--- config.mk ---
export PLATFORM = sky130hd
export DESIGN_NAME = scaled_bitmap_text_rasterizer_unit
export DESIGN_NICKNAME = d
export VERILOG_FILES = /design/src/design/sbtr_pkg.sv /design/src/design/sbtr_ctrl.sv /design/src/design/sbtr_dp.sv /design/src/design/scaled_bitmap_text_rasterizer_unit.sv
export SDC_FILE = /design/constraint.sdc
export NUM_CORES = 1
export LEC_CHECK = 0
export ABC_AREA = 1
export BUFFER_PORTS_ARGS = -buffer_cell sky130_fd_sc_hd__buf_4
export CORE_ASPECT_RATIO = 2
export CORE_MARGIN = 5
export CORE_UTILIZATION = 40
export DETAILED_ROUTE_END_ITERATION = 16
export PLACE_DENSITY = 0.59
export REMOVE_ABC_BUFFERS = 1
export SLEW_MARGIN = 0
export SYNTH_ARGS = -nofsm -noshare
export SYNTH_HDL_FRONTEND = slang
export SYNTH_SLANG_ARGS = --single-unit
export TNS_END_PERCENT = 5
--- constraint.sdc ---
create_clock -name clk -period 8.6 [get_ports clk]
set_clock_uncertainty 0.2 [all_clocks]
set_input_delay 0.86 -clock clk [delete_from_list [all_inputs] [get_ports clk]]
set_output_delay 0.86 -clock clk [all_outputs]
set_load 0.01 [all_outputs]
--- src/design/sbtr_pkg.sv ---
// Shared types, constants and font ROM of the scaled bitmap text rasterizer.
`default_nettype none
package sbtr_pkg;

	localparam int MaxScale  = 4;
	localparam int CoordBits = 11;
	localparam int PenBits   = 12;
	localparam int RowBits   = 12;
	localparam int ColBits   = 13;
	localparam int IndexBits = 22;
	localparam int LenBits   = 3;
	localparam int InkBits   = 32;
	localparam int CellBits  = 4;
	localparam int GlyphBits = 15;
	localparam int AddrBits  = 5;

	localparam logic [PenBits-1:0]  PEN_MAX     = 12'd4095;
	localparam logic [7:0]          GLYPH_FIRST = 8'd32;
	localparam logic [7:0]          GLYPH_LAST  = 8'd126;
	localparam logic [CellBits-1:0] CELL_LAST   = 4'd14;
	localparam logic [1:0]          COL_LAST    = 2'd2;
	localparam logic [LenBits-1:0]  SCALE_MAX   = 3'(MaxScale);

	// register indexes on the configuration port
	localparam logic [2:0] REG_ORIGIN_X    = 3'd0;
	localparam logic [2:0] REG_ORIGIN_Y    = 3'd1;
	localparam logic [2:0] REG_GLYPH_SCALE = 3'd2;
	localparam logic [2:0] REG_FB_WIDTH    = 3'd3;
	localparam logic [2:0] REG_FB_HEIGHT   = 3'd4;
	localparam logic [2:0] REG_INK_COLOR   = 3'd5;

	typedef struct packed {
		logic [CoordBits-1:0] origin_x;
		logic [CoordBits-1:0] origin_y;
		logic [LenBits-1:0]   glyph_scale;
		logic [CoordBits-1:0] fb_width;
		logic [CoordBits-1:0] fb_height;
		logic [InkBits-1:0]   ink_color;
	} cfg_t;

	typedef struct packed {
		logic load;
		logic step;
		logic flush;
	} cmd_t;

	typedef struct packed {
		logic out_free;
		logic hold_valid;
		logic iter_last;
	} sts_t;

	typedef enum logic [1:0] {
		ST_IDLE,
		ST_RUN,
		ST_FLUSH
	} state_t;

	// 3x5 glyphs for codes 32..126, bit dy*3+dx is column dx of row dy
	localparam logic [15:0] GLYPH_ROM [0:94] = '{
		16'h0000,16'h2092,16'h002d,16'h5f7d,16'h279e,16'h52a5,16'h7ad6,16'h0012,
		16'h4494,16'h1491,16'h017a,16'h05d0,16'h1400,16'h01c0,16'h0400,16'h12a4,
		16'h2b6a,16'h749a,16'h752a,16'h38a3,16'h4f4a,16'h38cf,16'h3bce,16'h12a7,
		16'h3aae,16'h49ae,16'h0410,16'h1410,16'h4454,16'h0e38,16'h1511,16'h10e3,
		16'h73ee,16'h5f7a,16'h3beb,16'h624e,16'h3b6b,16'h73cf,16'h13cf,16'h6b4e,
		16'h5bed,16'h7497,16'h2b27,16'h5add,16'h7249,16'h5b7d,16'h5b6b,16'h3b6e,
		16'h12eb,16'h4f6b,16'h5aeb,16'h388e,16'h2497,16'h6b6d,16'h256d,16'h5f6d,
		16'h5aad,16'h24ad,16'h72a7,16'h6496,16'h4889,16'h3493,16'h002a,16'hf000,
		16'h0011,16'h6b98,16'h3b79,16'h7270,16'h7b74,16'h6750,16'h95d6,16'hb9ee,
		16'h5b59,16'h6410,16'hb482,16'h56e8,16'h6492,16'h5be8,16'h5b58,16'h3b70,
		16'h976a,16'hcd6a,16'h1370,16'h38f0,16'h64ba,16'h3b68,16'h2568,16'h5f68,
		16'h54a8,16'hb9ad,16'h73b8,16'h64d6,16'h2492,16'h3593,16'h03e0
	};

endpackage
`default_nettype wire

--- src/design/sbtr_ctrl.sv ---
// Controller state machine: sequences load, cell walk and final flush.
`default_nettype none
module sbtr_ctrl (
	input  wire logic          clk,
	input  wire logic          arst_n,
	input  wire logic          in_valid,
	output logic               in_ready,
	input  wire sbtr_pkg::sts_t sts,
	output sbtr_pkg::cmd_t     cmd
);

	sbtr_pkg::state_t state_q;
	sbtr_pkg::state_t state_nx;

	// hold the state
	always_ff @(posedge clk or negedge arst_n) begin
		if (!arst_n) begin
			state_q <= sbtr_pkg::ST_IDLE;
		end else begin
			state_q <= state_nx;
		end
	end

	// next state
	always_comb begin
		state_nx = state_q;
		unique case (state_q)
			sbtr_pkg::ST_IDLE: begin
				if (in_valid) state_nx = sbtr_pkg::ST_RUN;
			end
			sbtr_pkg::ST_RUN: begin
				if (sts.out_free && sts.iter_last) state_nx = sbtr_pkg::ST_FLUSH;
			end
			sbtr_pkg::ST_FLUSH: begin
				if (!sts.hold_valid || sts.out_free) state_nx = sbtr_pkg::ST_IDLE;
			end
			default: state_nx = sbtr_pkg::ST_IDLE;
		endcase
	end

	// commands to the datapath
	always_comb begin
		in_ready  = 1'b0;
		cmd       = '0;
		unique case (state_q)
			sbtr_pkg::ST_IDLE: begin
				in_ready = 1'b1;
				cmd.load = in_valid;
			end
			sbtr_pkg::ST_RUN: begin
				cmd.step = sts.out_free;
			end
			sbtr_pkg::ST_FLUSH: begin
				cmd.flush = sts.hold_valid && sts.out_free;
			end
			default: begin
				in_ready = 1'b0;
			end
		endcase
	end

endmodule
`default_nettype wire

--- src/design/sbtr_dp.sv ---
// Datapath: pen, glyph cell walk, span address, hold stage and output register.
`default_nettype none
module sbtr_dp (
	input  wire logic                            clk,
	input  wire logic                            arst_n,
	input  wire sbtr_pkg::cfg_t                  cfg,
	input  wire sbtr_pkg::cmd_t                  cmd,
	output sbtr_pkg::sts_t                       sts,
	input  wire logic [7:0]                      char_code,
	input  wire logic                            first_of_string,
	output logic                                 out_valid,
	input  wire logic                            out_ready,
	output logic [sbtr_pkg::IndexBits-1:0]       pixel_index,
	output logic [sbtr_pkg::LenBits-1:0]         span_length,
	output logic [sbtr_pkg::InkBits-1:0]         ink_value,
	output logic                                 last_span
);

	// character state
	logic [sbtr_pkg::PenBits-1:0]   pen_q;
	logic [sbtr_pkg::PenBits-1:0]   base_q;
	logic [sbtr_pkg::GlyphBits-1:0] bits_q;
	logic [sbtr_pkg::LenBits-1:0]   scale_q;
	logic [sbtr_pkg::CellBits-1:0]  cell_q;
	logic [1:0]                     dx_q;
	logic [1:0]                     r_q;
	logic [3:0]                     xoff_q;
	logic [4:0]                     yoff_q;

	// hold stage and output register
	logic                           hold_v_q;
	logic [sbtr_pkg::IndexBits-1:0] hold_idx_q;
	logic [sbtr_pkg::LenBits-1:0]   hold_len_q;
	logic                           out_v_q;
	logic [sbtr_pkg::IndexBits-1:0] out_idx_q;
	logic [sbtr_pkg::LenBits-1:0]   out_len_q;
	logic [sbtr_pkg::InkBits-1:0]   out_ink_q;
	logic                           out_last_q;

	// load-time values
	logic [sbtr_pkg::LenBits-1:0]   scale_c;
	logic [sbtr_pkg::PenBits-1:0]   base_c;
	logic [sbtr_pkg::PenBits:0]     pen_sum;
	logic [15:0]                    glyph_c;
	logic [7:0]                     rom_off;

	// per-step values
	logic [sbtr_pkg::ColBits-1:0]   col;
	logic [sbtr_pkg::RowBits-1:0]   row;
	logic                           col_in;
	logic                           row_in;
	logic                           emit;
	logic                           next_cell;
	logic [sbtr_pkg::CoordBits-1:0] room;
	logic [sbtr_pkg::LenBits-1:0]   len_c;
	logic [22:0]                    row_base;
	logic [23:0]                    idx_sum;
	logic                           out_free;

	// clamp the scale and look up the glyph
	always_comb begin
		scale_c = (cfg.glyph_scale > sbtr_pkg::SCALE_MAX) ? sbtr_pkg::SCALE_MAX
		                                                  : cfg.glyph_scale;
		base_c  = first_of_string ? {1'b0, cfg.origin_x} : pen_q;
		pen_sum = {1'b0, base_c} + {(sbtr_pkg::PenBits - 4)'(0), scale_c, 2'b00};
		rom_off = char_code - sbtr_pkg::GLYPH_FIRST;
		if (char_code > sbtr_pkg::GLYPH_FIRST && char_code <= sbtr_pkg::GLYPH_LAST) begin
			glyph_c = sbtr_pkg::GLYPH_ROM[rom_off[6:0]];
		end else begin
			glyph_c = '0;
		end
	end

	// place the current pixel row of the current cell
	always_comb begin
		col      = {1'b0, base_q} + {(sbtr_pkg::ColBits - 4)'(0), xoff_q};
		row      = {1'b0, cfg.origin_y} + {(sbtr_pkg::RowBits - 5)'(0), yoff_q}
		         + {(sbtr_pkg::RowBits - 2)'(0), r_q};
		col_in   = col < {2'b00, cfg.fb_width};
		row_in   = row < {1'b0, cfg.fb_height};
		emit     = bits_q[0] && (scale_q != '0) && col_in && row_in;
		next_cell = !emit || ({1'b0, r_q} == (scale_q - 3'd1));
		room     = cfg.fb_width - col[sbtr_pkg::CoordBits-1:0];
		len_c    = (room > {8'd0, scale_q}) ? scale_q : room[sbtr_pkg::LenBits-1:0];
		row_base = {11'd0, row} * {12'd0, cfg.fb_width};
		idx_sum  = {1'b0, row_base} + {11'd0, col};
		out_free = !out_v_q || out_ready;
	end

	assign sts.out_free   = out_free;
	assign sts.hold_valid = hold_v_q;
	assign sts.iter_last  = next_cell && (cell_q == sbtr_pkg::CELL_LAST);

	// pen column across characters
	always_ff @(posedge clk or negedge arst_n) begin
		if (!arst_n) begin
			pen_q <= '0;
		end else if (cmd.load) begin
			pen_q <= pen_sum[sbtr_pkg::PenBits] ? sbtr_pkg::PEN_MAX
			                                     : pen_sum[sbtr_pkg::PenBits-1:0];
		end
	end

	// walk the glyph cells and their pixel rows
	always_ff @(posedge clk or negedge arst_n) begin
		if (!arst_n) begin
			cell_q <= '0;
			dx_q   <= '0;
			r_q    <= '0;
			xoff_q <= '0;
			yoff_q <= '0;
		end else if (cmd.load) begin
			cell_q <= '0;
			dx_q   <= '0;
			r_q    <= '0;
			xoff_q <= '0;
			yoff_q <= '0;
		end else if (cmd.step) begin
			if (next_cell) begin
				r_q    <= '0;
				cell_q <= cell_q + 4'd1;
				if (dx_q == sbtr_pkg::COL_LAST) begin
					dx_q   <= '0;
					xoff_q <= '0;
					yoff_q <= yoff_q + {2'b00, scale_q};
				end else begin
					dx_q   <= dx_q + 2'd1;
					xoff_q <= xoff_q + {1'b0, scale_q};
				end
			end else begin
				r_q <= r_q + 2'd1;
			end
		end
	end

	// character payload
	always_ff @(posedge clk) begin
		if (cmd.load) begin
			base_q  <= base_c;
			scale_q <= scale_c;
			bits_q  <= glyph_c[sbtr_pkg::GlyphBits-1:0];
		end else if (cmd.step && next_cell) begin
			bits_q  <= bits_q >> 1;
		end
	end

	// hold the newest span until the next one shows whether it is the last
	always_ff @(posedge clk or negedge arst_n) begin
		if (!arst_n) begin
			hold_v_q <= 1'b0;
		end else if (cmd.step && emit) begin
			hold_v_q <= 1'b1;
		end else if (cmd.flush) begin
			hold_v_q <= 1'b0;
		end
	end

	always_ff @(posedge clk) begin
		if (cmd.step && emit) begin
			hold_idx_q <= idx_sum[sbtr_pkg::IndexBits-1:0];
			hold_len_q <= len_c;
		end
	end

	// output register valid
	always_ff @(posedge clk or negedge arst_n) begin
		if (!arst_n) begin
			out_v_q <= 1'b0;
		end else if ((cmd.step && emit && hold_v_q) || cmd.flush) begin
			out_v_q <= 1'b1;
		end else if (out_ready) begin
			out_v_q <= 1'b0;
		end
	end

	// output register payload
	always_ff @(posedge clk) begin
		if ((cmd.step && emit && hold_v_q) || cmd.flush) begin
			out_idx_q  <= hold_idx_q;
			out_len_q  <= hold_len_q;
			out_ink_q  <= cfg.ink_color;
			out_last_q <= cmd.flush;
		end
	end

	assign out_valid   = out_v_q;
	assign pixel_index = out_idx_q;
	assign span_length = out_len_q;
	assign ink_value   = out_ink_q;
	assign last_span   = out_last_q;

endmodule
`default_nettype wire

--- src/design/scaled_bitmap_text_rasterizer_unit.sv ---
// Top level: configuration registers, controller and datapath of the text rasterizer.
// Spans: each span of a character waits in the hold stage until the next one is formed or the
// cell walk ends, then moves to the output register that drives m_tvalid. The walk steps once
// per emitted span, skipped cell or cell cut at the bottom edge, only while the output is free;
// a new character is taken only after the walk and flush end; at most one span leaves per cycle.
// Reset: arst_n clears controller, pen and output register; registers go to 10,10,4,320,240,~0.
`default_nettype none
module scaled_bitmap_text_rasterizer_unit (
	input  wire logic                          clk,
	input  wire logic                          arst_n,
	// APB configuration port
	input  wire logic                          psel,
	input  wire logic                          penable,
	input  wire logic                          pwrite,
	input  wire logic [sbtr_pkg::AddrBits-1:0] paddr,
	input  wire logic [31:0]                   pwdata,
	output logic [31:0]                        prdata,
	output logic                               pready,
	// character input
	input  wire logic                          s_tvalid,
	output logic                               s_tready,
	input  wire logic [7:0]                    s_tdata,  // [7:0] char_code
	input  wire logic                          s_tuser,  // [0] first_of_string
	// span output
	output logic                               m_tvalid,
	input  wire logic                          m_tready,
	output logic [63:0]                        m_tdata,  // [21:0] pixel_index,
	                                                     // [24:22] span_length,
	                                                     // [56:25] ink_value, [63:57] zero
	output logic                               m_tlast   // last_span
);

	sbtr_pkg::cfg_t cfg_q;
	sbtr_pkg::cmd_t cmd;
	sbtr_pkg::sts_t sts;
	logic                           wr_en;
	logic [2:0]                     reg_sel;
	logic [sbtr_pkg::IndexBits-1:0] pixel_index;
	logic [sbtr_pkg::LenBits-1:0]   span_length;
	logic [sbtr_pkg::InkBits-1:0]   ink_value;

	assign pready  = 1'b1;
	assign reg_sel = paddr[4:2];
	assign wr_en   = psel && penable && pwrite && pready;

	// write configuration registers
	always_ff @(posedge clk or negedge arst_n) begin
		if (!arst_n) begin
			cfg_q.origin_x    <= 11'd10;
			cfg_q.origin_y    <= 11'd10;
			cfg_q.glyph_scale <= 3'd4;
			cfg_q.fb_width    <= 11'd320;
			cfg_q.fb_height   <= 11'd240;
			cfg_q.ink_color   <= 32'hFFFF_FFFF;
		end else if (wr_en) begin
			unique case (reg_sel)
				sbtr_pkg::REG_ORIGIN_X:    cfg_q.origin_x    <= pwdata[10:0];
				sbtr_pkg::REG_ORIGIN_Y:    cfg_q.origin_y    <= pwdata[10:0];
				sbtr_pkg::REG_GLYPH_SCALE: cfg_q.glyph_scale <= pwdata[2:0];
				sbtr_pkg::REG_FB_WIDTH:    cfg_q.fb_width    <= pwdata[10:0];
				sbtr_pkg::REG_FB_HEIGHT:   cfg_q.fb_height   <= pwdata[10:0];
				sbtr_pkg::REG_INK_COLOR:   cfg_q.ink_color   <= pwdata;
				default: ;
			endcase
		end
	end

	// read back configuration registers
	always_comb begin
		unique case (reg_sel)
			sbtr_pkg::REG_ORIGIN_X:    prdata = {21'd0, cfg_q.origin_x};
			sbtr_pkg::REG_ORIGIN_Y:    prdata = {21'd0, cfg_q.origin_y};
			sbtr_pkg::REG_GLYPH_SCALE: prdata = {29'd0, cfg_q.glyph_scale};
			sbtr_pkg::REG_FB_WIDTH:    prdata = {21'd0, cfg_q.fb_width};
			sbtr_pkg::REG_FB_HEIGHT:   prdata = {21'd0, cfg_q.fb_height};
			sbtr_pkg::REG_INK_COLOR:   prdata = cfg_q.ink_color;
			default:                   prdata = '0;
		endcase
	end

	sbtr_ctrl u_ctrl (
		.clk      (clk),
		.arst_n   (arst_n),
		.in_valid (s_tvalid),
		.in_ready (s_tready),
		.sts      (sts),
		.cmd      (cmd)
	);

	sbtr_dp u_dp (
		.clk             (clk),
		.arst_n          (arst_n),
		.cfg             (cfg_q),
		.cmd             (cmd),
		.sts             (sts),
		.char_code       (s_tdata),
		.first_of_string (s_tuser),
		.out_valid       (m_tvalid),
		.out_ready       (m_tready),
		.pixel_index     (pixel_index),
		.span_length     (span_length),
		.ink_value       (ink_value),
		.last_span       (m_tlast)
	);

	// pack the span transfer
	assign m_tdata = {7'd0, ink_value, span_length, pixel_index};

endmodule
`default_nettype wire

# After elaboration in Yosys (flattened, before gate mapping)
# Memory sizes are Yosys's and may differ from the RTL's.
# Index checks and enable logic that the tools add are counted.
# word_totals
reg_bits	225
romBits	2048
in_bits	53
output_inout_bits	100
wordCells	137
memories	1
# op_classes
add_sub_neg	13
mul	1
n_lt_le_gt_ge	7
eq_ne	13
mux	40
bitwise_logic	1
reduce_logical	37
# memory_table
name	words	width	rd	rd_clocked_by_memory_dff	write_ports	line_no	source
(no name shown)	128	16	1	0	0	sbtr_dp.sv:68	glyph_c = sbtr_pkg::GLYPH_ROM[rom_off[6:0]];
# ops
operator	count
case mux 32 bit (6 select lines)	1
2-to-1 mux 15 bit	5
2-to-1 mux 4 bit	7
2-to-1 mux 12 bit	2
adder 22 x 13 -> 22 bit	1
multiplier 12 x 11 -> 22 bit	1
2-to-1 mux 2 bit	10
2-to-1 mux 5 bit	4
AND reduction 2 bit	7
adder 12 x 4 -> 13 bit	1
adder 12 x 5 -> 13 bit	1
less-than comparator 13 x 11 -> 1 bit	1
adder 11 x 5 -> 12 bit	1
adder 12 x 2 -> 12 bit	1
logical AND 1 bit	12
less-than comparator 12 x 11 -> 1 bit	1
nonzero test 2 bit	6
> comparator 11 x 3 -> 1 bit	1
subtractor 11 bit	1
greater-or-equal comparator 8 bit, second input constant	1
> comparator 8 x 6 -> 1 bit, second input constant	1
<= comparator 8 x 7 -> 1 bit, second input constant	1
2-to-1 mux 1 bit	8
NOT 7 -> 8 bit	1
24 further kinds	36

# Logic depth before layout (Yosys ltp)
# Gate-level depths: netlist of the first run.
# depth
ltp_word	10
ltp_mapped	34

# Cells and area by module
# A second synthesis of the first run with hierarchy kept.
# hier_totals
cells_unflattened	2219
hier_area_um2	18174.9
# modules_own_cells
mod	instances	cells_each	area_each_um2
sbtr_dp	1	1686	13952.1
scaled_bitmap_text_rasterizer_unit	1	511	4082.7
sbtr_ctrl	1	22	140.1

# Worst setup path before layout of the first run
# Ideal clock, no wire load.
# synth_timing
path_kind	register to register
start	register cfg_q[58] in the netlist's numbering
end	register u_dp.hold_idx_q[18] in the netlist's numbering (data pin)
setup_ns	0.259
arrival_time_ns	6.545
required_time_ns	8.141
slack_ns	1.596
stages_incl_launch_ff	31
n_path_buf	0
synth_period_minus_slack_ns	7.004
path_cell_list	dfstp_2 inv_1 fa_1 inv_1 ha_1 inv_1 fa_1 o21bai_1 nand2_1 a21oi_2 inv_1 o21ai_0 nand2_1 inv_1 nand2_1 fa_1 inv_1 fa_1 fa_1 fa_1 inv_1 fa_1 inv_1 ha_1 a21oi_1 nor2_1 a211oi_1 o211ai_1 nand3_1 nand2_1 xor2_1
# synth_between
elab_chain_len	4
# synth_rtl
item	line_no	source
from (decl)	scaled_bitmap_text_rasterizer_unit.sv:33	sbtr_pkg::cfg_t cfg_q;
adder 11 x 5 -> 12 bit	sbtr_dp.sv:77	row = {1'b0, cfg.origin_y} + {(sbtr_pkg::RowBits - 5)'(0), yoff_q}
adder 12 x 2 -> 12 bit	sbtr_dp.sv:78	+ {(sbtr_pkg::RowBits - 2)'(0), r_q};
multiplier 12 x 11 -> 22 bit	sbtr_dp.sv:85	row_base = {11'd0, row} * {12'd0, cfg.fb_width};
adder 22 x 13 -> 22 bit	sbtr_dp.sv:86	idx_sum = {1'b0, row_base} + {11'd0, col};
net u_dp.idx_sum[18]	sbtr_dp.sv:57	logic [23:0] idx_sum;
to (signal assigned)	sbtr_dp.sv:160	hold_idx_q <= idx_sum[sbtr_pkg::IndexBits-1:0];
to (decl)	sbtr_dp.sv:32	logic [sbtr_pkg::IndexBits-1:0] hold_idx_q;
# The timed path passes the listed nets, and every way through them passes these cells.
# A chain may end at the register's enable or synchronous reset.

# Worst setup path in the final report of the first run
# layout_timing
start	register cfg_q[58] in the netlist's numbering
end	register u_dp.hold_idx_q[20] in the netlist's numbering (data pin)
# Same word-level chain as after synthesis.

==> reports/results.ini, run 1 <==
[setup_path]
startpoint_type = register
worstPathArrival_ns = 7.83
cp.depth = 30
worst_path_largest_cell_delay_ns = 0.55
cp.required_ns = 8.69
worstSetupPathType = register to register
path_delay_family = adder cells
critical_path.most_common_cell = inv_1
path_buf_inv = 9
crit_path_end_kind = register
slowest_stage = fa_1
crit_fanout = 7
r2r_cells = 30

[pwr]
p_seq_frac = 0.262
clkPwrFrac = 0.151
p_leak_nw = 9.84
power_frac_comb = 0.587
power_density_mw_per_mm2 = 344
peakVddDrop_mv = 0.335
sw_frac_of_total = 0.462
p_int_mw = 3.71
p_sw_mw = 3.18

[clocking]
cts_root_buf = clkbuf_16
clk_pin_slew_ns = 0.06
cts_tree = yes
clock_latency_ns = 0.54
clk_path_buf_depth = 3
hold_buffers = 0
postCtsSetupBuffers = 0
cts.sinks = 225
ctsHtreeMaxLevel = 1
cts-resized-gates = 0
cts_buffers = 23

[place]
portBuffers = 142
globalplace.congestion = 0.960
place_hpwl_mm = 38.2

[global_route]
met1_usage = 0.270
use_met2 = 0.348
antenna_found_initial = 0
grt_max_degree = 71
use_met3 = 0.0266
grt-ovfl-total = 0
grt_pass1_wl_mm = 79.2
gr-usage-all-layers = 0.205
busiest_layer = met2
first_global_vias = 14600

[synth]
ys.flop_type = edfxtp_1
synth-simple-area-share = 0.195
synth_top_family_by_area = adder cells
synth_edf_count = 113
yosys_warnings = 0
synth_seq_area_share = 0.354
synth_compound_area_frac = 0.107
synth_cell_types = 63
synth-xor-area-share = 0.0232
synth_area_per_cell_sq_um = 8.30
ys_ff_latch = 225
syn_inst = 2127
syn_area_sq_mm = 0.0177
synth-async-reset-ratio = 0.498
synthAdderAreaFrac = 0.218
muxShareOfSynthArea = 0.000567

[run_status]
status = complete, no violations

[finish]
seqCellArea_sq_mm = 0.00625
final_nets = 2543
fin_util = 0.456
multi_input_area_sq_mm = 0.00964
diodes = 0
drive_gt1_frac = 0.123
area.growth.synth_to_final_pct = 13.4
fillers = 4451
mostFrequentLayoutCells = nand2_1 (471), inv_1 (386), nor2_1 (192)
final_common_cell = nand2_1

[drt]
vias = 14500
drt-initial-drc-count = 1022
drt-total-wl_mm = 49.8
ant_nets = 0
drcViolationCount = 0
viasPerCell = 5.15
firstDrtPassIters = 6
detail_route.wl_per_cell_microns = 17.6

[timing]
max_freq_mhz = 129
setup_violations = 0
worst_pin_slew_ns = 0.912
slew_violations = 0
final-hold-violation-count = 0
hold_slack_ns = 0.108
rsz0062_at_grt = no
period_share = 0.900
min_period_ns = 7.74
setup_tns_ns = 0
relSlewSlack = 0.392

[floorplanning]
core_area_sq_mm = 0.0439
initial_utilization = 0.402
die_area_sq_mm = 0.0487
dieWidth_microns = 159
ios = 153
fp-row-count = 109
die_h_microns = 307

[worst_hold_path]
hp-class = input pin to async pin

[flow_run]
maxCapViolations = 0

stage by stage:
| step | total power [mW] | area [sq um] | setup WS, ns | instances |
|---|---|---|---|---|
| CTS | 6.99 | 20000 | 0.839 | 2820 |
| detailed placement | 5.91 | 19200 | 0.857 | 2778 |
| finish | 6.89 | 20000 | 0.859 | 2820 |
| floorplan | 4.76 | 17400 | 1.60 | 2067 |
| global placement | 5.85 | 19200 | 0.890 | 2778 |
| global route | 7.64 | 20000 | 0.342 | 2820 |
registers in the layout (all words and copies together) (netlist names), 5 cells and up:
name,count
u_dp.bits_q,15
u_dp.hold_idx_q,22
u_dp.ink_value,32
u_dp.pen_q,12
cfg_q,79
u_dp.yoff_q,5
u_dp.pixel_index,22
u_dp.base_q,12
per-layer routing:
| layer | vias to the layer above | share of wire |
|---|---|---|
| li1 | 7068 | - |
| met1 | 6916 | 0.42 |
| met2 | 438 | 0.49 |
| met3 | 105 | 0.058 |
| met4 | 0 | 0.031 |
| met5 | - | 0 |
cell usage after synthesis (3+ instances only):
cell type / n / area share
clkbuf_1: 40 / 0.0085
o21ai_1: 4 / 0.0011
edfxtp_1: 113 / 0.19
nor2_1: 194 / 0.041
nor2_2: 3 / 0.0011
nor3_1: 19 / 0.0054
o21ai_2: 4 / 0.0020
o21bai_1: 6 / 0.0026
inv_1: 386 / 0.082
nand4_1: 25 / 0.0089
xnor2_1: 11 / 0.0055
a31oi_1: 9 / 0.0032
nand2_2: 10 / 0.0035
dfstp_2: 43 / 0.064
ha_1: 133 / 0.094
fa_1: 109 / 0.12
buf_1: 6 / 0.0013
nand3b_1: 5 / 0.0021
or2_2: 4 / 0.0014
a21oi_1: 70 / 0.020
nand2_1: 472 / 0.10
buf_2: 8 / 0.0023
o22ai_1: 17 / 0.0060
o31ai_1: 8 / 0.0034
o2111ai_1: 4 / 0.0020
clkinv_1: 5 / 0.0011
buf_4: 10 / 0.0043
inv_2: 6 / 0.0013
a221oi_1: 7 / 0.0035
o21ai_0: 140 / 0.040
a211oi_1: 3 / 0.0013
a22oi_1: 7 / 0.0030
dfrtp_1: 69 / 0.098
xor2_1: 34 / 0.017
nand3_1: 79 / 0.022
o211ai_1: 15 / 0.0064
o221ai_1: 12 / 0.0060
cell families (layout without fill, tap and decap cells):
kind of cell / after synthesis / count (layout)
compound gates: 320 / 320
buf+inv: 463 / 595
simple gates: 828 / 828
mux: 1 / 1
flops: 225 / 225
other cells: 2 / 8
fa+ha+maj: 242 / 242
xor+xnor: 46 / 46
cell type report:
type	count	share of cell area
Clock buffer	28	0.0297
Clock inverter	14	0.00912
Inverter	397	0.0744
Multi-Input combinational cell	1445	0.482
Sequential cell	225	0.312
Tap cell	555	0.0347
Timing Repair Buffer	156	0.0585
path summary, 6_finish.rpt:
check	slack (ns)	endpoint	startpoint
hold reg to reg	0.22	u_dp.pixel_index[8]	u_dp.hold_idx_q[8]
setup reg to reg	0.86	u_dp.hold_idx_q[20]	cfg_q[58]
max in group asynchronous	6.75	cfg_q[63]	arst_n
hold / removal	0.11	u_ctrl.state_q[0]	arst_n
setup / recovery	0.86	u_dp.hold_idx_q[20]	cfg_q[58]
min in group clk	0.22	u_dp.pixel_index[8]	u_dp.hold_idx_q[8]
power groups by stage:
stage	clock [mW]	sequential [mW]	combinational (mW)
6_report	1.04	1.81	4.04
5_1_grt	1.12	1.84	4.69
4_1_cts	1.07	1.81	4.11
3_5_place_dp	0	1.83	4.09
3_3_place_gp	0	1.82	4.03
2_1_floorplan	0	1.78	2.98
No activity file was read; power rests on OpenSTA's default activity.
==> inputs of run 2 (changes only) <==
--- a/config.mk
+++ b/config.mk
@@ -5,12 +5,12 @@
 export SDC_FILE = /design/constraint.sdc
 export NUM_CORES = 1
 export LEC_CHECK = 0
-export ABC_AREA = 1
+export ABC_AREA = 0
 export BUFFER_PORTS_ARGS = -buffer_cell sky130_fd_sc_hd__buf_4
-export CORE_ASPECT_RATIO = 2
 export CORE_MARGIN = 5
 export CORE_UTILIZATION = 40
 export DETAILED_ROUTE_END_ITERATION = 16
+export MAX_ROUTING_LAYER = met4
 export PLACE_DENSITY = 0.59
 export REMOVE_ABC_BUFFERS = 1
 export SLEW_MARGIN = 0
==> run 2 against run 1 <==
Non-clock buffer count is 1 higher; register-to-register slack worse by 0.24 ns; cell count shrank 12%; cell area up 1.4%; global-route usage down 1.2 points; clock-buffer cell count grew 13; core utilization rose by 0.31 points; first-iteration DRC count grew 0.29%; sequential share of layout area fell by 0.43 points; synthesized cell count shrank 17%; critical path type unchanged; critical endpoint is now u_dp.hold_idx_q[21].
==> reports/results.ini, run 2 <==
[timing]
slew_violations = 0
period_share = 0.928
max_freq_mhz = 125
worst_pin_slew_ns = 1.23
relSlewSlack = 0.174
setup_tns_ns = 0
min_period_ns = 7.98
setup_violations = 0
final-hold-violation-count = 0
rsz0062_at_grt = no

[synth]
synth_seq_area_share = 0.350
syn_inst = 1776
ys.flop_type = edfxtp_1
yosysMostFrequentCell = inv_1
synth_area_per_cell_sq_um = 10.1
synth_edf_count = 113
syn_area_sq_mm = 0.0179
synth_area_leaders = edfxtp_1 (19%), fa_1 (12%), dfrtp_1 (9.7%)
yosysTopAreaCellShare = 0.190
yosysTopAreaCell = edfxtp_1
yosys_warnings = 0
synth_cell_types = 80
ys_ff_latch = 225
synth.top_cells.by_count = inv_1 (207), nand2_1 (150), ha_1 (133)
synth-async-reset-ratio = 0.498

[setup_path]
r2r_end = u_dp.hold_idx_q[21]
timing.reg2reg.setup_slack_ns = 0.62
worstSetupPathType = register to register
r2r_start = cfg_q[58]
path_delay_family = adder cells
path_buf_inv = 6
cp.required_ns = 8.70
worstPathArrival_ns = 8.09
slowest_stage = dfstp_2
startpoint_type = register
crit_start = cfg_q[58]
crit_fanout = 7
cp.depth = 28
critical_path.most_common_cell = fa_1
r2r_cells = 28
crit_path_end_kind = register
worst_path_largest_cell_delay_ns = 0.54

[finish]
largest_register_ffs = 79
seqCellArea_sq_mm = 0.00625
fillers = 4183
area.growth.synth_to_final_pct = 13.7
final_common_cell = inv_1
final_nets = 2161
regMostFlops = cfg_q
multi_input_area_sq_mm = 0.0104
drive_gt1_frac = 0.189
mostFrequentLayoutCells = inv_1 (207), buf_4 (157), nand2_1 (150)

[floorplanning]
core_area_sq_mm = 0.0442
die_h_microns = 221
ios = 153
die_area_sq_mm = 0.0490
dieWidth_microns = 221
initial_utilization = 0.404
fp-row-count = 77

[drt]
vias = 13300
detail_route.wl_per_cell_microns = 19.2
firstDrtPassIters = 6
viasPerCell = 5.35
ant_nets = 0
drt-total-wl_mm = 47.5
drcViolationCount = 0
drt-initial-drc-count = 1025

[clocking]
clock_latency_ns = 0.56
cts.sinks = 225
cts_root_buf = clkbuf_16
cts-resized-gates = 0
postCtsSetupBuffers = 0
cts_tree = yes
hold_buffers = 0
ctsHtreeMaxLevel = 1
clk_pin_slew_ns = 0.06
clk_path_buf_depth = 3
cts_buffers = 27

[place]
portBuffers = 142
place_hpwl_mm = 35.1
globalplace.congestion = 0.911

[flow_run]
maxCapViolations = 0

[global_route]
grt-ovfl-total = 0
grt_max_degree = 93
grt_pass1_wl_mm = 75.0
gr-usage-all-layers = 0.193
first_global_vias = 13400
antenna_found_initial = 1

[worst_hold_path]
hp-class = input pin to async pin

[run_status]
status = complete, no violations

-- run 2: changes by cell type in the layout (fill, tap and decap cells not counted), sizes merged, moves of 19 or more --
| cell | before | now |
|---|---|---|
| nand2 | 484 | 150 |
| inv | 393 | 211 |
| nor2 | 198 | 94 |
| and2 | 2 | 85 |
| mux2 | 0 | 79 |
| o21ai | 148 | 101 |
| nand3 | 82 | 47 |
| nand4 | 26 | 2 |
| xnor2 | 11 | 35 |
| nor2b | 1 | 24 |
| nand2b | 0 | 19 |
-- run 2: kinds of logic after synthesis --
family	synth area share
fa+ha+maj	0.215
compound gates	0.125
xor+xnor	0.0269
other cells	0.000421
simple gates	0.134
flops	0.350
buf+inv	0.0692
mux	0.0796
-- run 2: worst max path at each step --
stage	end	slack [ns]
2_1_floorplan	u_dp.ink_value[0]	0.91
3_3_place_gp	u_dp.hold_idx_q[21]	0.51
3_5_place_dp	u_dp.hold_idx_q[21]	0.31
4_1_cts	u_dp.hold_idx_q[21]	0.32
5_1_grt	u_dp.hold_idx_q[21]	0.19
6_report	u_dp.hold_idx_q[21]	0.62
-- run 2: stage by stage --
stage	area (sq um)	utilization	hold WS (ns)	std cells	setup WS [ns]
4_1_cts	20300	0.459	0.122	2479	0.317
3_5_place_dp	19400	0.438	0.205	2429	0.314
2_1_floorplan	17400	-	0.200	1680	0.907
5_1_grt	20300	0.459	0.149	2480	0.186
6_report	20300	0.459	0.136	2480	0.615
3_3_place_gp	19400	0.438	0.201	2429	0.508
-- run 2: worst register-to-register path: cells and delay by family, from the launching register on --
kind | cells | cell delay (ns)
buffers and inverters | 6 | 0.55
AOI/OAI and AO/OA | 8 | 1.69
xor gates and xnor gates | 2 | 0.57
adders and majority gates | 8 | 3.61
and+or+nand+nor | 4 | 0.57
DFF | 1 | 0.54
-- run 2: layout make-up --
class,instances,share of cell area
multi-input cells,1246,0.513
flip-flops and latches,225,0.308
repair buffers,157,0.0581
clock buffers,41,0.0410
inverters,209,0.0386
well taps,592,0.0365
clock inverters,9,0.00493
diodes,1,0.000123
-- run 2: metal layers --
layer  vias to the layer above  share of wire  GRT usage
met4                         0          0.028     0.0548
met1                      6544           0.43      0.252
met5                         -              0          -
met2                       366           0.49      0.316
met3                        90          0.053     0.0293
li1                       6256              -          -
Power of run 2 is not shown: default switching activity piles up to over one toggle a cycle in this logic, so the estimate is an artifact.
